===== src/rtl/dpo_pkg.sv =====
// ----------------------------------------------------------------------------
// dpo_pkg
// Shared widths, constants and the month table for the date period overlap
// pipeline.
// ----------------------------------------------------------------------------
package dpo_pkg;

  // Field widths of one request and its result.
  localparam int YEAR_W    = 14;
  localparam int MONTH_W   = 4;
  localparam int DAY_W     = 5;
  localparam int OVERLAP_W = 22;

  // A linear day number for any 14-bit year fits in 23 bits.
  localparam int DAYNUM_W  = 23;

  // Width of the days-before-month offset (at most 334).
  localparam int DBM_W     = 9;

  // Reciprocal of 25 for division by multiplication: q = (n * RECIP_25) >> RECIP_SHIFT.
  // Exact for every n below 43690, which covers every use here.
  localparam int RECIP_SHIFT = 17;
  localparam logic [12:0] RECIP_25 = 13'd5243;

  localparam logic [8:0] DAYS_PER_YEAR = 9'd365;
  localparam logic [4:0] QUOTIENT_MUL  = 5'd25;

  // Enables of the two register stages inside each day number converter.
  typedef struct packed {
    logic s1;
    logic s2;
  } stage_en_t;

  // Days in the year before the first of the given month. Month zero counts
  // as January and months above twelve count as December.
  function automatic logic [DBM_W-1:0] days_before_month(input logic [MONTH_W-1:0] month);
    logic [DBM_W-1:0] offs;
    unique case (month)
      4'd0, 4'd1: offs = 9'd0;
      4'd2:       offs = 9'd31;
      4'd3:       offs = 9'd59;
      4'd4:       offs = 9'd90;
      4'd5:       offs = 9'd120;
      4'd6:       offs = 9'd151;
      4'd7:       offs = 9'd181;
      4'd8:       offs = 9'd212;
      4'd9:       offs = 9'd243;
      4'd10:      offs = 9'd273;
      4'd11:      offs = 9'd304;
      default:    offs = 9'd334;
    endcase
    return offs;
  endfunction

endpackage


===== src/rtl/dpo_day_number.sv =====
// ----------------------------------------------------------------------------
// dpo_day_number
// Two-stage converter from a Gregorian year, month and day to a linear day
// number counted from the start of year zero.
// ----------------------------------------------------------------------------
module dpo_day_number (
  input  logic                           clk,
  input  dpo_pkg::stage_en_t             en,
  input  logic [dpo_pkg::YEAR_W-1:0]     year,
  input  logic [dpo_pkg::MONTH_W-1:0]    month,
  input  logic [dpo_pkg::DAY_W-1:0]      day,
  output logic [dpo_pkg::DAYNUM_W-1:0]   day_num
);

  // Stage one operands.
  logic [14:0] y99;
  logic [14:0] y399;
  logic [14:0] y3;
  logic [12:0] div100_arg;
  logic [10:0] div400_arg;
  logic [11:0] quarter;
  logic [25:0] prod100;
  logic [23:0] prod400;
  logic [24:0] prod_quarter;
  logic [dpo_pkg::DAYNUM_W-1:0] y365;

  // Stage one registers.
  logic [dpo_pkg::DAYNUM_W-1:0] y365_r;
  logic [12:0]                  q4_r;
  logic [7:0]                   q100_r;
  logic [5:0]                   q400_r;
  logic [11:0]                  quarter_r;
  logic [7:0]                   quarter_q25_r;
  logic [3:0]                   year_lo_r;
  logic [dpo_pkg::DBM_W-1:0]    dbm_r;
  logic                         after_feb_r;
  logic [dpo_pkg::DAY_W-1:0]    day_r;

  // Stage two logic and register.
  logic [11:0] quarter_rem;
  logic        leap;
  logic [dpo_pkg::DAYNUM_W-1:0] day_num_nxt;
  logic [dpo_pkg::DAYNUM_W-1:0] day_num_r;

  // Ceiling divisions are floor divisions of a biased year. Dividing by 100
  // and 400 is a shift by 2 or 4 bits followed by a multiply by 1/25.
  always_comb begin
    y99          = 15'(year) + 15'd99;
    y399         = 15'(year) + 15'd399;
    y3           = 15'(year) + 15'd3;
    div100_arg   = y99[14:2];
    div400_arg   = y399[14:4];
    quarter      = year[dpo_pkg::YEAR_W-1:2];
    prod100      = 26'(div100_arg) * 26'(dpo_pkg::RECIP_25);
    prod400      = 24'(div400_arg) * 24'(dpo_pkg::RECIP_25);
    prod_quarter = 25'(quarter) * 25'(dpo_pkg::RECIP_25);
    y365         = dpo_pkg::DAYNUM_W'(year) * dpo_pkg::DAYNUM_W'(dpo_pkg::DAYS_PER_YEAR);
  end

  // Stage one: year terms, quotients and the month offset.
  always_ff @(posedge clk) begin
    if (en.s1) begin
      y365_r        <= y365;
      q4_r          <= y3[14:2];
      q100_r        <= prod100[dpo_pkg::RECIP_SHIFT +: 8];
      q400_r        <= prod400[dpo_pkg::RECIP_SHIFT +: 6];
      quarter_r     <= quarter;
      quarter_q25_r <= prod_quarter[dpo_pkg::RECIP_SHIFT +: 8];
      year_lo_r     <= year[3:0];
      dbm_r         <= dpo_pkg::days_before_month(month);
      after_feb_r   <= (month >= 4'd3);
      day_r         <= day;
    end
  end

  // Leap year: divisible by 4, and either the quarter is not a multiple of 25
  // (so not a century) or the year is also divisible by 16 (so by 400).
  always_comb begin
    quarter_rem = quarter_r - (12'(quarter_q25_r) * 12'(dpo_pkg::QUOTIENT_MUL));
    leap        = (year_lo_r[1:0] == 2'd0) &&
                  ((quarter_rem != 12'd0) || (year_lo_r[3:2] == 2'd0));
    day_num_nxt = y365_r
                + dpo_pkg::DAYNUM_W'(q4_r)
                - dpo_pkg::DAYNUM_W'(q100_r)
                + dpo_pkg::DAYNUM_W'(q400_r)
                + dpo_pkg::DAYNUM_W'(dbm_r)
                + dpo_pkg::DAYNUM_W'(after_feb_r && leap)
                + dpo_pkg::DAYNUM_W'(day_r);
  end

  // Stage two: sum into the final day number.
  always_ff @(posedge clk) begin
    if (en.s2) begin
      day_num_r <= day_num_nxt;
    end
  end

  assign day_num = day_num_r;

endmodule


===== src/rtl/date_period_overlap_days_unit.sv =====
// ----------------------------------------------------------------------------
// date_period_overlap_days_unit: shared days of two Gregorian date periods.
// An accepted request passes through the two converter stages and the overlap
// stage to its result. One request is taken every cycle unless in_stall is high.
// Reset clears the stage valid bits only; the data registers are not reset.
// ----------------------------------------------------------------------------
module date_period_overlap_days_unit (
  input  logic                            clk,
  input  logic                            rst_n,

  input  logic                            in_valid,
  output logic                            in_stall,
  input  logic [dpo_pkg::YEAR_W-1:0]      in_first_start_year,
  input  logic [dpo_pkg::MONTH_W-1:0]     in_first_start_month,
  input  logic [dpo_pkg::DAY_W-1:0]       in_first_start_day,
  input  logic [dpo_pkg::YEAR_W-1:0]      in_first_end_year,
  input  logic [dpo_pkg::MONTH_W-1:0]     in_first_end_month,
  input  logic [dpo_pkg::DAY_W-1:0]       in_first_end_day,
  input  logic [dpo_pkg::YEAR_W-1:0]      in_second_start_year,
  input  logic [dpo_pkg::MONTH_W-1:0]     in_second_start_month,
  input  logic [dpo_pkg::DAY_W-1:0]       in_second_start_day,
  input  logic [dpo_pkg::YEAR_W-1:0]      in_second_end_year,
  input  logic [dpo_pkg::MONTH_W-1:0]     in_second_end_month,
  input  logic [dpo_pkg::DAY_W-1:0]       in_second_end_day,

  output logic                            out_valid,
  input  logic                            out_stall,
  output logic [dpo_pkg::OVERLAP_W-1:0]   out_overlap_days
);

  // Stage valid bits and enables.
  logic               v1_r;
  logic               v2_r;
  logic               out_valid_r;
  logic               en1;
  logic               en2;
  logic               en3;
  dpo_pkg::stage_en_t conv_en;

  // Day numbers of the four dates.
  logic [dpo_pkg::DAYNUM_W-1:0] s1_num;
  logic [dpo_pkg::DAYNUM_W-1:0] e1_num;
  logic [dpo_pkg::DAYNUM_W-1:0] s2_num;
  logic [dpo_pkg::DAYNUM_W-1:0] e2_num;

  // Overlap stage.
  logic [dpo_pkg::DAYNUM_W-1:0]  later_start;
  logic [dpo_pkg::DAYNUM_W-1:0]  earlier_end;
  logic [dpo_pkg::DAYNUM_W-1:0]  diff;
  logic [dpo_pkg::OVERLAP_W-1:0] overlap_nxt;
  logic [dpo_pkg::OVERLAP_W-1:0] overlap_r;

  // A stage loads when it is empty or when the stage after it moves on.
  always_comb begin
    en3        = !out_valid_r || !out_stall;
    en2        = !v2_r || en3;
    en1        = !v1_r || en2;
    conv_en.s1 = en1;
    conv_en.s2 = en2;
  end

  assign in_stall = !en1;

  // Valid bits travel with the data.
  always_ff @(posedge clk) begin
    if (!rst_n) begin
      v1_r        <= 1'b0;
      v2_r        <= 1'b0;
      out_valid_r <= 1'b0;
    end else begin
      if (en1) begin
        v1_r <= in_valid;
      end
      if (en2) begin
        v2_r <= v1_r;
      end
      if (en3) begin
        out_valid_r <= v2_r;
      end
    end
  end

  // Four converters, one for each date.
  dpo_day_number u_first_start (
    .clk     (clk),
    .en      (conv_en),
    .year    (in_first_start_year),
    .month   (in_first_start_month),
    .day     (in_first_start_day),
    .day_num (s1_num)
  );

  dpo_day_number u_first_end (
    .clk     (clk),
    .en      (conv_en),
    .year    (in_first_end_year),
    .month   (in_first_end_month),
    .day     (in_first_end_day),
    .day_num (e1_num)
  );

  dpo_day_number u_second_start (
    .clk     (clk),
    .en      (conv_en),
    .year    (in_second_start_year),
    .month   (in_second_start_month),
    .day     (in_second_start_day),
    .day_num (s2_num)
  );

  dpo_day_number u_second_end (
    .clk     (clk),
    .en      (conv_en),
    .year    (in_second_end_year),
    .month   (in_second_end_month),
    .day     (in_second_end_day),
    .day_num (e2_num)
  );

  // Later start to earlier end, zero when they do not overlap, saturated
  // to the result width.
  always_comb begin
    later_start = (s1_num > s2_num) ? s1_num : s2_num;
    earlier_end = (e1_num < e2_num) ? e1_num : e2_num;
    diff        = earlier_end - later_start;
    if (earlier_end <= later_start) begin
      overlap_nxt = '0;
    end else if (diff[dpo_pkg::DAYNUM_W-1]) begin
      overlap_nxt = '1;
    end else begin
      overlap_nxt = diff[dpo_pkg::OVERLAP_W-1:0];
    end
  end

  // Output register.
  always_ff @(posedge clk) begin
    if (en3) begin
      overlap_r <= overlap_nxt;
    end
  end

  assign out_valid        = out_valid_r;
  assign out_overlap_days = overlap_r;

`ifndef SYNTHESIS
  // An accepted request always lands in the first stage.
  a_accept_enters: assert property (@(posedge clk) disable iff (!rst_n)
    in_valid && !in_stall |=> v1_r)
    else $error("accepted request did not enter stage one");

  // Back pressure reaches the input only when every stage is full.
  a_stall_only_full: assert property (@(posedge clk) disable iff (!rst_n)
    in_stall |-> (v1_r && v2_r && out_valid_r && out_stall))
    else $error("input stalled while the pipeline has room");

  // A held request in stage two is not lost.
  a_stage2_hold: assert property (@(posedge clk) disable iff (!rst_n)
    v2_r && !en3 |=> v2_r)
    else $error("stage two request dropped during a stall");

  // A taken result with nothing behind it leaves the output empty.
  a_output_drains: assert property (@(posedge clk) disable iff (!rst_n)
    out_valid_r && !out_stall && !v2_r |=> !out_valid_r)
    else $error("result repeated after it was taken");
`endif

endmodule

===== config.mk =====
export PLATFORM = sky130hd
export DESIGN_NAME = date_period_overlap_days_unit
export DESIGN_NICKNAME = d
export VERILOG_FILES = /design/src/rtl/dpo_pkg.sv /design/src/rtl/dpo_day_number.sv /design/src/rtl/date_period_overlap_days_unit.sv
export SDC_FILE = /design/constraint.sdc
export NUM_CORES = 2
export LEC_CHECK = 0
export BUFFER_PORTS_ARGS = -buffer_cell sky130_fd_sc_hd__buf_2
export CAP_MARGIN = 20
export CORE_UTILIZATION = 35
export DETAILED_ROUTE_END_ITERATION = 8
export GPL_TIMING_DRIVEN = 0
export HOLD_SLACK_MARGIN = 0.08
export PLACE_DENSITY = 0.6
export SYNTH_ARGS = -nofsm -noshare
export SYNTH_HDL_FRONTEND = slang
export SYNTH_SLANG_ARGS = --single-unit
export TNS_END_PERCENT = 50

===== constraint.sdc =====
create_clock -name clk -period 18 [get_ports clk]
set_input_delay 2.7 -clock clk [delete_from_list [all_inputs] [get_ports clk]]
set_output_delay 2.7 -clock clk [all_outputs]
set_load 0.01 [all_outputs]

Word level (Yosys, flattened, before mapping)
Memories as Yosys holds them, arrays and structs flattened. A register that Yosys moved wholly into a read port is not among the register bits.
Index checks and enable logic that the tools add are counted.
{"block": "word_totals", "romBits": 576, "regBits": 437, "wordCells": 151, "inputBits": 96, "n_memories": 4}
{"name": "(no name shown)", "words": 16, "width": 9, "rd": 1, "rd_clocked_by_memory_dff": 1, "write_ports": 0, "line_no": "dpo_pkg.sv:38", "text": "unique case (month)"}
{"name": "(no name shown)", "words": 16, "width": 9, "rd": 1, "rd_clocked_by_memory_dff": 1, "write_ports": 0, "line_no": "dpo_pkg.sv:38"}
{"name": "(no name shown)", "words": 16, "width": 9, "rd": 1, "rd_clocked_by_memory_dff": 1, "write_ports": 0, "line_no": "dpo_pkg.sv:38"}
{"name": "(no name shown)", "words": 16, "width": 9, "rd": 1, "rd_clocked_by_memory_dff": 1, "write_ports": 0, "line_no": "dpo_pkg.sv:38"}
{"block": "classes", "addsub": 41, "n_mul": 20, "muxes": 3, "reduce_logical": 32, "magnitude_cmp": 7}
{"cell": "$mul A12 B13 Y25 const B", "count": 4}
{"cell": "$mul A13 B13 Y25 const B", "count": 4}
{"cell": "$add A23 B1 Y23", "count": 4}
{"cell": "$add A23 B13 Y23", "count": 4}
{"cell": "$add A23 B5 Y23", "count": 4}
{"cell": "$add A23 B6 Y23", "count": 4}
{"cell": "$add A23 B9 Y23", "count": 4}
{"cell": "$mul A11 B13 Y23 const B", "count": 4}
{"cell": "$mul A14 B9 Y23 const B", "count": 4}
{"cell": "$sub A23 B8 Y23", "count": 4}
{"cell": "$add A14 B2 Y15 const B", "count": 4}
{"cell": "$add A14 B7 Y15 const B", "count": 4}
{"cell": "$add A14 B9 Y15 const B", "count": 4}
{"cell": "$mul A8 B5 Y12 const B", "count": 4}
{"cell": "$reduce_bool A12 Y1", "count": 4}
{"cell": "$sub A12 B12 Y12", "count": 4}
{"cell": "$mux W23", "count": 2}
{"cell": "$gt A23 B23 Y1", "count": 1}
{"cell": "$le A23 B23 Y1", "count": 1}
{"cell": "$lt A23 B23 Y1", "count": 1}
{"cell": "$sub A23 B23 Y23", "count": 1}
{"cell": "$mux W22", "count": 1}
{"cell": "$ge A4 B2 Y1 const B", "count": 4}
{"cell": "$logic_not A2 Y1", "count": 8}
{"cell": "other kinds (3)", "count": 20}

Longest topological paths before layout
{"block": "logic_depth", "word_depth": 8, "ltp_mapped": 28, "depth_no_buf": 28}

Modules after synthesis
A second synthesis with hierarchy kept.
{"block": "unflattened", "cells_unflattened": 7283, "hier_area_um2": 74919.4}
{"mod": "dpo_day_number (u_second_end)", "cells_per_inst": 1747, "area_per_inst_um2": 18048.6, "seq_area_each_um2": 3243.1, "instances": 1}
{"mod": "dpo_day_number (u_first_end)", "cells_per_inst": 1700, "area_per_inst_um2": 17809.6, "seq_area_each_um2": 3243.1, "instances": 1}
{"mod": "dpo_day_number (u_first_start)", "cells_per_inst": 1693, "area_per_inst_um2": 17707.0, "seq_area_each_um2": 3243.1, "instances": 1}
{"mod": "dpo_day_number (u_second_start)", "cells_per_inst": 1688, "area_per_inst_um2": 17639.4, "seq_area_each_um2": 3243.1, "instances": 1}
{"mod": "date_period_overlap_days_unit", "cells_per_inst": 455, "area_per_inst_um2": 3714.8, "seq_area_each_um2": 720.7, "instances": 1}

Least setup slack after synthesis
Ideal clock, no wire load.
{"block": "synth_timing", "path_kind": "input -> output", "from": "input out_stall", "to": "output in_stall", "setup_slack_ns": 4.393, "required_ns": 15.300, "arrival_ns": 10.907, "cell_stages": 3, "path_buffers": 0, "path_cell_list": "and3_1 nand2_1 inv_1"}
{"block": "synth_between", "elab_chain_cells": 5}
{"item": "start: declaration", "line_no": "date_period_overlap_days_unit.sv:27", "text": "input logic out_stall,"}
{"item": "$logic_not A1 Y1", "line_no": "date_period_overlap_days_unit.sv:55", "text": "en3 = !out_valid_r || !out_stall;"}
{"item": "$logic_or A1 B1 Y1", "line_no": "date_period_overlap_days_unit.sv:55"}
{"item": "$logic_or A1 B1 Y1", "line_no": "date_period_overlap_days_unit.sv:56", "text": "en2 = !v2_r || en3;"}
{"item": "$logic_or A1 B1 Y1", "line_no": "date_period_overlap_days_unit.sv:57", "text": "en1 = !v1_r || en2;"}
{"item": "$logic_not A1 Y1", "line_no": "date_period_overlap_days_unit.sv:62", "text": "assign in_stall = !en1;"}
{"item": "end: declaration", "line_no": "date_period_overlap_days_unit.sv:12", "text": "output logic in_stall,"}
Every way passes these cells.

Final worst setup path
{"block": "layout_timing", "from": "input in_first_start_year[3] in the netlist's numbering", "to": "register u_first_start.q100_r[7], data pin"}
{"block": "layout_between", "elab_chain_cells": 2}
{"item": "start: declaration", "line_no": "date_period_overlap_days_unit.sv:13", "text": "input logic [dpo_pkg::YEAR_W-1:0] in_first_start_year,"}
{"item": "$add A14 B7 Y15", "line_no": "dpo_day_number.sv:48", "text": "y99 = 15'(year) + 15'd99;"}
{"item": "$mul A13 B13 Y25", "line_no": "dpo_day_number.sv:54", "text": "prod100 = 26'(div100_arg) * 26'(dpo_pkg::RECIP_25);"}
{"item": "net u_first_start.prod100[24]", "line_no": "dpo_day_number.sv:22", "text": "logic [25:0] prod100;"}
{"item": "end signal: assignment", "line_no": "dpo_day_number.sv:65", "text": "q100_r <= prod100[dpo_pkg::RECIP_SHIFT +: 8];"}
{"item": "end: declaration", "line_no": "dpo_day_number.sv:30", "text": "logic [7:0] q100_r;"}
The timed path passes the listed nets, and every way through them passes these cells.
A chain may end at the register's enable or synchronous reset.

==> metrics <==
post-synthesis sequential area ratio 18.83%; register bit total from synthesis approximately 460; Worst Hold Launch v2_r$_SDFFE_PN0P_; Endpoint, Worst Hold out_valid$_SDFFE_PN0P_; RSZ-0062 raised after global routing no; CTS tree yes; Syn. warnings 0; layout overhead on the synthesized area 8.373%; post-synth top area cell ha_1; Row Count ~170; status finished clean; critical path's slowest cell xnor2_1; layout cell share with drive strength beyond 1 a little over 4%; drt total wl about 160000 µm; Syn Inst Count approximately 7.0k; maximum clock rate 103.4 MHz; Place WS roughly 7.7 ns; Yosys top cell area share about 28%; drt wl/cell around 16 µm; initial drt markers 1858; vias in the first global route between 50k and 60k; critical path class primary input to flop; hold crit path type flop to flop; ranking of synthesized cells by area ha_1 28%, fa_1 25%, edfxtp_1 19%, inv_1 10%, xnor2_1 3.5%; post-synth cell types 71; dominant synthesized flop cell edfxtp_1; Worst Clk Skew between 0.02 and 0.025 ns; Via-to-Cell Ratio between 4 and 5; # DRC 0; Via Count 46.87k; async set-reset flop share out of synthesis 0%; syn_area_per_cell between 10 and 15 µm²; Worst Setup SP in_first_start_year[3]; syn_nets a little under 10k; first-pass GRT wire length 264400 µm; Resize count post-CTS 0; startpoint types primary input; Required @ worst endpoint 18.38 ns; drt pass-1 iters 5; cts bufs inserted 57; initial antenna violation count 14; Clock Sinks around 460; crit path time final between 9 and 10 ns; Crit Path Max Fanout 10; Port Buffers about 120; HPWL after detailed placement between 100000 and 150000 µm; number of top-level pins 120; RR Startpoint u_first_start.quarter_q25_r[5]$_DFFE_PN_; grt total ovfl 0; number of synthesized flops with an enable pin around 450; worst-margin pin slew roughly 1.1 ns; Reg2Reg Depth 23; Final Hold Fails 0; Initial Util 35.39%; worst flop-to-flop path endpoint u_first_start.day_num[19]$_DFFE_PP_; Core Region between 200000 and 250000 µm²; Die X 457.8 µm; Final Cycle Share a little over half; hold path depth 2; Setup Total Neg Slack 0 ns; Arr. time, crit path about 10 ns; largest net degree at the start of global routing 73; setup ws final approximately 8.3 ns; post-CTS setup buffer count 0; Reg clk slew, reported paths about 0.06 ns; Die ar. 209500 µm²; Die H 457.8 µm; root buffer cell clkbuf_16; Clock Tree Buf Depth 3; Placer Congestion 0.8824; Relative slew margins between 20 and 30%; synthesized area approximately 73000 µm²; CP max stage delay 0.83 ns; Multi-input gate area around 52000 µm²; clk_lat worst skew around 0.66 ns; htree depth 2; Final ANT Viol Nets 0; Sequential Area 13690 µm²; final setup fails 0; crit end category flop; max-capacitance violation count 0; # fillers approximately 20k; FF-to-FF setup slack between 10 and 15 ns; gr usage total between 15 and 20%; Final nets ~10k; Slew Limit Fails 0; CTS Hold Bufs 0
[state kept, by name, indices dropped and copies added (netlist names), 9 cells and up]
register / count
u_first_start.q4_r: 13
u_second_start.q4_r: 13
u_second_end.day_num: 23
u_first_end.q4_r: 13
u_first_end.y365_r: 21
u_first_end.day_num: 23
u_first_start.quarter_r: 11
u_second_end.dbm_r: 9
u_first_end.quarter_r: 11
u_second_end.q4_r: 13
u_first_start.dbm_r: 9
u_first_start.day_num: 23
u_second_start.day_num: 23
u_second_start.quarter_r: 11
u_second_end.quarter_r: 11
u_second_end.y365_r: 21
u_first_end.dbm_r: 9
u_second_start.y365_r: 21
u_first_start.y365_r: 21
out_overlap_days: 22
u_second_start.dbm_r: 9
[synth_stat cells, types with 13 or more instances]
cell         n
ha_1      1632
edfxtp_1   454
nand2b_1    36
o21bai_1    26
a21oi_1    243
fa_1       901
clkbuf_1    17
inv_1     1936
nand3_1     89
o21a_1      52
nand2_1    144
a211oi_1    31
mux2_2      33
nor3_1      83
a31oi_1     29
xor2_1     112
a211o_1     15
mux2i_1     36
nand4_1     36
o31ai_1     13
nor2_1     210
nor2b_1     49
a21o_1     109
o21ai_0    133
xnor2_1    294
or3_1       20
and2_1      22
and3_1      44
o211ai_1    22
or2_2       25
[layout make-up]
| cell class | instances | share of cell area [%] |
|---|---|---|
| timing repair buffer | 127 | 1.010 |
| sequential | 457 | 17.38 |
| antenna | 5 | 0.01588 |
| tap | 2688 | 4.269 |
| clock inverter | 40 | 0.5383 |
| buffer | 23 | 0.1191 |
| multi-input combinational | 4575 | 65.56 |
| clock buffer | 66 | 1.880 |
| inverter | 1936 | 9.226 |
[worst max path at each step]
stage / slack (ns) / endpoint
detailed placement: 7.65 / u_first_start.q100_r[7]$_DFFE_PN_
CTS: 8.33 / u_first_start.q100_r[7]$_DFFE_PN_
global placement: 1.25 / in_stall
global route: 7.84 / u_first_start.q100_r[7]$_DFFE_PN_
finish: 8.33 / u_first_start.q100_r[7]$_DFFE_PN_
floorplan: 4.39 / in_stall
[per-layer routing]
layer	vias up	wire, µm	track usage, %
met3	179	4106	1.255
li1	23059	-	-
met1	23067	70830	19.89
met4	8	4052	4.071
met5	-	53	0
met2	556	79960	28.22
[worst max-delay path, delay by kind of cell]
family / cells / cell delay (ns)
simple gates: 3 / 0.59
fa+ha+maj: 7 / 2.93
xor+xnor: 2 / 0.96
buf+inv: 5 / 0.68
compound gates: 8 / 2.18
[layout by cell type (no fill, tap or decap), types with 109 or more instances in the layout]
cell type,count
buf_2,125
nor2_1,210
o21ai_0,133
edfxtp_1,454
a21o_1,109
nand2_1,143
inv_1,1935
xor2_1,112
ha_1,1632
fa_1,901
a21oi_1,243
xnor2_1,294
[per-stage QoR]
stage,instances,util [%],area [µm²],hold slack [ns]
5_1_grt,9917,38.36,78790,0.5637
4_1_cts,9911,38.35,78770,0.5092
3_3_place_gp,9798,37.32,76660,0.4485
2_1_floorplan,6991,-,72700,0.4403
3_5_place_dp,9805,37.42,76860,0.4930
6_report,9917,38.36,78790,0.5023
[cell families after synthesis]
family	Yosys count	synth area share (%)
mux	69	1.007
compound gates	772	6.841
fa+ha+maj	2533	52.90
simple gates	795	5.406
flops	457	18.83
xor+xnor	406	4.891
buf+inv	1959	10.12
Power is left out: the tool's default activity adds up to more than one toggle a clock period on the data nets, which glitch-free logic cannot reach.
